--- src/rtl/gdcpm_pkg.sv ---
// Package for the GPS duty-cycle power manager.
// Holds the mode type, register indexes, register widths and reset values.
// No dependencies.
`timescale 1ns / 1ps

package gdcpm_pkg;

	// Width of every configuration register and of its write data
	localparam int REG_WIDTH = 24;
	// Width of the configuration register index
	localparam int CFG_IDX_WIDTH = 3;

	// Register indexes
	localparam logic [CFG_IDX_WIDTH-1:0] IDX_REPORT_INTERVAL = 3'd0;
	localparam logic [CFG_IDX_WIDTH-1:0] IDX_FIX_TIMEOUT     = 3'd1;
	localparam logic [CFG_IDX_WIDTH-1:0] IDX_STILL_SLEEP     = 3'd2;
	localparam logic [CFG_IDX_WIDTH-1:0] IDX_POWER_CYCLE     = 3'd3;
	localparam logic [CFG_IDX_WIDTH-1:0] IDX_NOFIX_RETRY     = 3'd4;

	// Register reset values, in ticks
	localparam logic [REG_WIDTH-1:0] RST_REPORT_INTERVAL = 24'd30000;
	localparam logic [REG_WIDTH-1:0] RST_FIX_TIMEOUT     = 24'd60000;
	localparam logic [REG_WIDTH-1:0] RST_STILL_SLEEP     = 24'd30000;
	localparam logic [REG_WIDTH-1:0] RST_POWER_CYCLE     = 24'd300000;
	localparam logic [REG_WIDTH-1:0] RST_NOFIX_RETRY     = 24'd120000;

	// Receiver power mode
	typedef enum logic [1:0] {
		MODE_LOCATE  = 2'd0,
		MODE_STANDBY = 2'd1,
		MODE_RETRY   = 2'd2
	} mode_t;

	// Threshold registers as seen by the step logic
	typedef struct packed {
		logic [REG_WIDTH-1:0] report_interval;
		logic [REG_WIDTH-1:0] fix_timeout;
		logic [REG_WIDTH-1:0] still_sleep;
		logic [REG_WIDTH-1:0] power_cycle;
		logic [REG_WIDTH-1:0] nofix_retry;
	} cfg_regs_t;

endpackage

--- src/rtl/gdcpm_cfg.sv ---
// Configuration register file of the GPS duty-cycle power manager.
// Five threshold registers written through a valid/ready channel.
// Depends on gdcpm_pkg.
`timescale 1ns / 1ps

module gdcpm_cfg
	import gdcpm_pkg::*;
(
	input  logic                     clk,
	input  logic                     arst_n,
	input  logic                     cfg_valid,
	output logic                     cfg_ready,
	input  logic [CFG_IDX_WIDTH-1:0] cfg_index,
	input  logic [REG_WIDTH-1:0]     cfg_data,
	output cfg_regs_t                regs
);

	cfg_regs_t regs_q;

	// Writes are always taken
	assign cfg_ready = 1'b1;

	// Register writes; an index beyond the list is dropped
	always_ff @(posedge clk or negedge arst_n) begin
		if (!arst_n) begin
			regs_q.report_interval <= RST_REPORT_INTERVAL;
			regs_q.fix_timeout     <= RST_FIX_TIMEOUT;
			regs_q.still_sleep     <= RST_STILL_SLEEP;
			regs_q.power_cycle     <= RST_POWER_CYCLE;
			regs_q.nofix_retry     <= RST_NOFIX_RETRY;
		end else if (cfg_valid) begin
			case (cfg_index)
				IDX_REPORT_INTERVAL: regs_q.report_interval <= cfg_data;
				IDX_FIX_TIMEOUT:     regs_q.fix_timeout     <= cfg_data;
				IDX_STILL_SLEEP:     regs_q.still_sleep     <= cfg_data;
				IDX_POWER_CYCLE:     regs_q.power_cycle     <= cfg_data;
				IDX_NOFIX_RETRY:     regs_q.nofix_retry     <= cfg_data;
				default: ;
			endcase
		end
	end

	assign regs = regs_q;

endmodule

--- src/rtl/gdcpm_core.sv ---
// Step logic of the GPS duty-cycle power manager: mode, two saturating
// tick counters and the result register with its stream handshake.
// Depends on gdcpm_pkg.
`timescale 1ns / 1ps

module gdcpm_core
	import gdcpm_pkg::*;
#(
	parameter int TIMER_WIDTH = 24
) (
	input  logic      clk,
	input  logic      arst_n,
	input  cfg_regs_t regs,
	input  logic      in_valid,
	output logic      in_ready,
	input  logic      has_fix,
	input  logic      receiver_moved,
	input  logic      motion_seen,
	output logic      out_valid,
	input  logic      out_ready,
	output logic      power_enable,
	output logic      report_now,
	output mode_t     mode_out
);

	// Compare width: one bit above the wider operand so both get zero padding
	localparam int CW = ((TIMER_WIDTH > REG_WIDTH) ? TIMER_WIDTH : REG_WIDTH) + 1;

	mode_t                  mode_q;
	logic [TIMER_WIDTH-1:0] time_in_mode_q;
	logic [TIMER_WIDTH-1:0] time_since_report_q;

	logic                   out_valid_q;
	logic                   power_q;
	logic                   report_q;
	mode_t                  mode_out_q;

	logic                   in_fire;
	logic [TIMER_WIDTH-1:0] tim_inc;
	logic [TIMER_WIDTH-1:0] tsr_inc;
	logic [CW-1:0]          tim_ext;
	logic [CW-1:0]          tsr_ext;
	logic                   ge_report;
	logic                   ge_fix_to;
	logic                   ge_still;
	logic                   ge_cycle;
	logic                   ge_retry;
	mode_t                  mode_next;
	logic                   enter_mode;
	logic                   report;

	// Input taken whenever the result register is free or being drained
	assign in_ready = !out_valid_q || out_ready;
	assign in_fire  = in_valid && in_ready;

	// Saturating tick advance
	assign tim_inc = (&time_in_mode_q) ? time_in_mode_q
	                                   : time_in_mode_q + TIMER_WIDTH'(1);
	assign tsr_inc = (&time_since_report_q) ? time_since_report_q
	                                        : time_since_report_q + TIMER_WIDTH'(1);

	// Threshold compares; zero padding makes out-of-range thresholds unreachable
	assign tim_ext   = {{(CW-TIMER_WIDTH){1'b0}}, tim_inc};
	assign tsr_ext   = {{(CW-TIMER_WIDTH){1'b0}}, tsr_inc};
	assign ge_report = tsr_ext >= {{(CW-REG_WIDTH){1'b0}}, regs.report_interval};
	assign ge_fix_to = tim_ext >= {{(CW-REG_WIDTH){1'b0}}, regs.fix_timeout};
	assign ge_still  = tim_ext >= {{(CW-REG_WIDTH){1'b0}}, regs.still_sleep};
	assign ge_cycle  = tim_ext >= {{(CW-REG_WIDTH){1'b0}}, regs.power_cycle};
	assign ge_retry  = tim_ext >= {{(CW-REG_WIDTH){1'b0}}, regs.nofix_retry};

	// Next mode and report decision
	always_comb begin
		mode_next  = mode_q;
		enter_mode = 1'b0;
		report     = 1'b0;
		case (mode_q)
			MODE_STANDBY: begin
				if ((motion_seen && ge_still) || ge_cycle) begin
					mode_next  = MODE_LOCATE;
					enter_mode = 1'b1;
				end
			end
			MODE_RETRY: begin
				if (ge_retry) begin
					mode_next  = MODE_LOCATE;
					enter_mode = 1'b1;
				end
			end
			default: begin
				// locating, and any unknown code treated as locating
				if (has_fix) begin
					report     = receiver_moved || ge_report;
					mode_next  = MODE_STANDBY;
					enter_mode = 1'b1;
				end else if (ge_fix_to) begin
					mode_next  = MODE_RETRY;
					enter_mode = 1'b1;
				end else begin
					mode_next  = MODE_LOCATE;
				end
			end
		endcase
	end

	// State update per accepted tick
	always_ff @(posedge clk or negedge arst_n) begin
		if (!arst_n) begin
			mode_q              <= MODE_LOCATE;
			time_in_mode_q      <= '0;
			time_since_report_q <= '0;
		end else if (in_fire) begin
			mode_q              <= mode_next;
			time_in_mode_q      <= enter_mode ? '0 : tim_inc;
			time_since_report_q <= report ? '0 : tsr_inc;
		end
	end

	// Result register valid flag
	always_ff @(posedge clk or negedge arst_n) begin
		if (!arst_n) begin
			out_valid_q <= 1'b0;
		end else if (in_fire) begin
			out_valid_q <= 1'b1;
		end else if (out_ready) begin
			out_valid_q <= 1'b0;
		end
	end

	// Result payload
	always_ff @(posedge clk) begin
		if (in_fire) begin
			power_q    <= (mode_next == MODE_LOCATE);
			report_q   <= report;
			mode_out_q <= mode_next;
		end
	end

	assign out_valid    = out_valid_q;
	assign power_enable = power_q;
	assign report_now   = report_q;
	assign mode_out     = mode_out_q;

	// A report only comes with the move into standby
	a_report_standby: assert property (@(posedge clk) disable iff (!arst_n)
		out_valid_q && report_q |-> mode_out_q == MODE_STANDBY)
		else $error("report without standby entry");

	// Power follows the result mode
	a_power_mode: assert property (@(posedge clk) disable iff (!arst_n)
		out_valid_q |-> power_q == (mode_out_q == MODE_LOCATE))
		else $error("power_enable does not match mode");

	// Result mode equals the state left behind
	a_mode_track: assert property (@(posedge clk) disable iff (!arst_n)
		in_fire |=> mode_out_q == mode_q)
		else $error("result mode differs from state");

	// Mode change clears the time-in-mode counter
	a_tim_clear: assert property (@(posedge clk) disable iff (!arst_n)
		in_fire && enter_mode |=> time_in_mode_q == '0)
		else $error("time in mode not cleared on entry");

	// A report clears the time-since-report counter
	a_tsr_clear: assert property (@(posedge clk) disable iff (!arst_n)
		in_fire && report |=> time_since_report_q == '0)
		else $error("time since report not cleared");

endmodule

--- src/rtl/gps_duty_cycle_power_manager.sv ---
// Top level of the GPS duty-cycle power manager.
// Instantiates gdcpm_cfg and gdcpm_core; depends on gdcpm_pkg.
`timescale 1ns / 1ps

// One input request per millisecond tick carries the fix, moved and motion
// flags; each request yields exactly one result with power enable, report
// request and the new mode. For each request the counters advance, five
// threshold compares and the mode decision settle between the state
// registers and the result register, so a new request is accepted every
// cycle as long as results are taken; while a result waits in the result
// register the input is held off. Counters are TIMER_WIDTH bits and
// saturate. Configuration writes are always accepted in the cycle they
// arrive and take effect on the next request.
module gps_duty_cycle_power_manager
	import gdcpm_pkg::*;
#(
	parameter int TIMER_WIDTH = 24
) (
	input  logic                     clk,
	input  logic                     arst_n,
	// Tick input
	input  logic                     s_axis_tvalid,
	output logic                     s_axis_tready,
	input  logic [7:0]               s_axis_tdata,  // [0] has_fix, [1] receiver_moved,
	                                                // [2] motion_seen, [7:3] zero
	// Result output
	output logic                     m_axis_tvalid,
	input  logic                     m_axis_tready,
	output logic [7:0]               m_axis_tdata,  // [0] power_enable, [1] report_now,
	                                                // [3:2] mode_out, [7:4] zero
	// Configuration write channel
	input  logic                     cfg_valid,
	output logic                     cfg_ready,
	input  logic [CFG_IDX_WIDTH-1:0] cfg_index,
	input  logic [REG_WIDTH-1:0]     cfg_data
);

	cfg_regs_t regs;
	logic      power_enable;
	logic      report_now;
	mode_t     mode_out;

	// Threshold registers
	gdcpm_cfg u_cfg (
		.clk       (clk),
		.arst_n    (arst_n),
		.cfg_valid (cfg_valid),
		.cfg_ready (cfg_ready),
		.cfg_index (cfg_index),
		.cfg_data  (cfg_data),
		.regs      (regs)
	);

	// Mode logic and result register
	gdcpm_core #(
		.TIMER_WIDTH (TIMER_WIDTH)
	) u_core (
		.clk            (clk),
		.arst_n         (arst_n),
		.regs           (regs),
		.in_valid       (s_axis_tvalid),
		.in_ready       (s_axis_tready),
		.has_fix        (s_axis_tdata[0]),
		.receiver_moved (s_axis_tdata[1]),
		.motion_seen    (s_axis_tdata[2]),
		.out_valid      (m_axis_tvalid),
		.out_ready      (m_axis_tready),
		.power_enable   (power_enable),
		.report_now     (report_now),
		.mode_out       (mode_out)
	);

	// Result packing
	assign m_axis_tdata = {4'b0000, mode_out, report_now, power_enable};

endmodule
--- config.mk ---
export PLATFORM = sky130hd
export DESIGN_NAME = gps_duty_cycle_power_manager
export DESIGN_NICKNAME = d
export VERILOG_FILES = /design/src/rtl/gdcpm_pkg.sv /design/src/rtl/gdcpm_cfg.sv /design/src/rtl/gdcpm_core.sv /design/src/rtl/gps_duty_cycle_power_manager.sv
export SDC_FILE = /design/constraint.sdc
export NUM_CORES = 1
export LEC_CHECK = 0
export BUFFER_PORTS_ARGS = -buffer_cell sky130_fd_sc_hd__buf_2
export CAP_MARGIN = 20
export CORE_MARGIN = 2
export CORE_UTILIZATION = 45
export CTS_CLUSTER_SIZE = 24
export DETAILED_ROUTE_END_ITERATION = 10
export SYNTH_ARGS = -nofsm -noshare
export SYNTH_HDL_FRONTEND = slang
export SYNTH_SLANG_ARGS = --single-unit
--- constraint.sdc ---
create_clock -name clk -period 4.5 [get_ports clk]
set_input_delay 0.45 -clock clk [delete_from_list [all_inputs] [get_ports clk]]
set_output_delay 0.45 -clock clk [all_outputs]
set_load 0.02 [all_outputs]
==> metrics <==
max-slew violation count 0; via count 8,302; die area 25,720 um^2; vias in the first global route 8,139; DRC errors left 0; Post-synth EDFFs 4; gr ovfl total 0; Worst EP required 4690 ps; Yosys reg bits 175; r2r endpoint u_core.power_enable$_DFFE_PP_; wire per inst 16.31 um; distinct cell type count after synthesis 69; row count 57; worst clock skew 7.967 ps; DP Area 11,720 um^2; VDD IR max 0.2377 mV; CP startpoint u_core.time_in_mode_q[0]$_DFFE_PN0P_; IO Port Bufs 40; Leak 5.703 nW; worst r2r src u_core.time_in_mode_q[0]$_DFFE_PN0P_; nets 1,417; Slew headroom 0.5138; first-pass GRT wire length 43,350 um; Worst Setup EP u_core.power_enable$_DFFE_PP_; Yosys top cell area share 0.3070; Longest Clk Path Bufs 2; Logic pwr share 0.289; Reg2Reg Depth 17; worst min path class input port to asynchronous set/reset pin; Routed Antenna Nets 0; CTS Sinks 175; final hold violation count 0; Chip Width 160.4 um; crit path time final 4239 ps; router iterations before antenna repair 5; outcome finished clean; Avg Cell Area, Syn 9.118 um^2; Final period util 0.9421; clock network fraction of total power 0.298; Final Cell Area 12,430 um^2; # IOs 51; largest net degree at the start of global routing 100; cts bufs inserted 17; Detailed Place HPWL 18,900 um; switch share 0.3282; Yosys Warn Count 0; ranking of synthesized cells by area dfrtp_1, ha_1, dfstp_2, o21ai_0, nand2_1; global-route usage over all layers 0.2129; routed vias/inst 5.218; internal power component 3.344 mW; CP max FO 5; Vert. Die Dim 160.4 um; worst skew pair latency 430 ps; Max-cap violations 0; CTS tree yes; fmax 235.9 MHz; r2r setup slk 260 ps; sequential area share after synthesis 0.4038; Setup Viol. Count Final 0; pwr/cell area 400.4 nW/um^2; asr flop ratio synth 0.9771; CTS root buffer clkbuf_16; CTS clk-pin slew, worst paths 70 ps; Psw 1.633 mW; area leader, netlist dfrtp_1; final WL 25,950 um; Worst EP arrival 4430 ps; Post-Syn Instances 1,207; initial antenna violation count 1; core box area 24,180 um^2; most frequent cells in the layout nand2_1, o21ai_0, dfrtp_1, inv_1, ha_1; commonest non-fill, non-tap cell in the layout nand2_1; initial core utilization 0.4552; Crit. End Element register; Iteration-0 DRC Markers 454; number of H-tree levels 4; post-synthesis cell area 11,010 um^2; layout cells sized above 1 0.1698; GP Congestion 0.8360; Synth Flop Type dfrtp_1; Post-CTS Hold Buffers 0; Layout Area Growth over Synthesis 12.94%; Crit Path Class register to register; Least-Margin Pin Slew 729.3 ps; startpoint types register; Sequential Power Share 0.413; final core utilization 0.5141
-- cells by family (layout without fill, tap and decap cells) --
kind of cell,Yosys count,count (layout),share of synthesized area
other cells,2,6,0.0006824
xor+xnor,65,65,0.05173
compound gates,241,241,0.1297
fa+ha+maj,124,124,0.1410
flops,175,175,0.4038
simple gates,385,385,0.1742
mux,30,30,0.03070
buf+inv,185,241,0.06821
-- stage by stage --
stage | cells | hold slack [ps] | total power, mW | TNS (ps) | setup slack [ps]
global route | 1590 | 87.17 | 5.334 | -43.09 | -43.09
floorplan | 1210 | 154.4 | 3.078 | 0 | 629.8
CTS | 1589 | 67.31 | 5.012 | 0 | 136.1
finish | 1591 | 34.67 | 4.977 | 0 | 260.6
detailed placement | 1557 | 493.0 | 3.509 | 0 | 135.5
global placement | 1557 | 489.6 | 3.467 | 0 | 192.2
-- final cells by class --
class / instances / area, um^2
timing repair buffer: 77 / 521.8
tap: 324 / 405.4
inverter: 132 / 495.5
antenna: 1 / 2.502
clock buffer: 25 / 515.5
sequential: 175 / 4444
multi-input combinational: 850 / 5969
fill: 2282 / 11750
clock inverter: 7 / 75.07
-- timing repair --
action | in CTS | in global routing
buffers inserted | 0 | 1
setup endpoints to repair | 0 | 29
resized for setup | 0 | 18
-- worst max-delay path, stage by stage (launching register included) --
cell      delay (ps)
dfrtp_1          420
ha_1             260
nand4_2          150
nor2_2            70
nand3_2           70
or3b_1           400
nand2b_2         270
nor2_1           210
xor2_2           260
ha_1             290
a21oi_1          140
o21ai_0           90
a221oi_1         350
o221ai_2         190
nor4_1           370
o31ai_1          130
buf_4            160
o21a_1           170
-- state kept, by name, indices dropped and copies added, names as in the netlist --
signal                      flops
u_cfg.regs                    120
u_core.mode_out                 2
u_core.mode_q                   2
u_core.out_valid                1
u_core.power_enable             1
u_core.report_now               1
u_core.time_in_mode_q          24
u_core.time_since_report_q     24
-- synth_stat cells, types with 5 or more instances --
master / instances
nand2_1: 169
o21ai_0: 138
dfrtp_1: 135
inv_1: 131
ha_1: 124
nor2_1: 51
a21oi_1: 42
nor3_1: 42
xnor2_1: 42
dfstp_2: 36
clkbuf_1: 35
mux2_2: 30
nand3_1: 28
nand4_1: 25
xor2_1: 23
nand2b_1: 13
a211oi_1: 12
nor4_1: 8
a22o_1: 7
and3_1: 7
buf_4: 7
a21o_1: 6
and4_1: 6
buf_2: 6
o211ai_1: 5
o31ai_1: 5
-- power by group through the flow --
stage	registers, mW	clock network (mW)	logic, mW
after floorplan	2.03	0	1.04
after global placement	2.08	0	1.39
after detailed placement	2.09	0	1.42
after CTS	2.06	1.51	1.44
after global routing	2.09	1.58	1.67
final	2.06	1.48	1.44
-- how the worst min path moves through the flow --
stage | start | to | slack, ps
finish | arst_n | u_cfg.regs[54]$_DFFE_PN0P_ | 30
global route | arst_n | u_cfg.regs[54]$_DFFE_PN0P_ | 90
CTS | arst_n | u_cfg.regs[54]$_DFFE_PN0P_ | 70
detailed placement | u_cfg.regs[46]$_DFFE_PN0P_ | u_cfg.regs[46]$_DFFE_PN0P_ | 490
global placement | u_cfg.regs[25]$_DFFE_PN0P_ | u_cfg.regs[25]$_DFFE_PN0P_ | 490
floorplan | arst_n | u_cfg.regs[0]$_DFFE_PN0P_ | 150
-- metal layers --
| layer | GRT usage | wire, um |
|---|---|---|
| met4 | 0.07002 | 501 |
| met2 | 0.3366 | 11840 |
| met3 | 0.03616 | 863 |
| met5 | 0 | 0 |
| met1 | 0.2984 | 12750 |
Power figures use the tool's default switching activity.
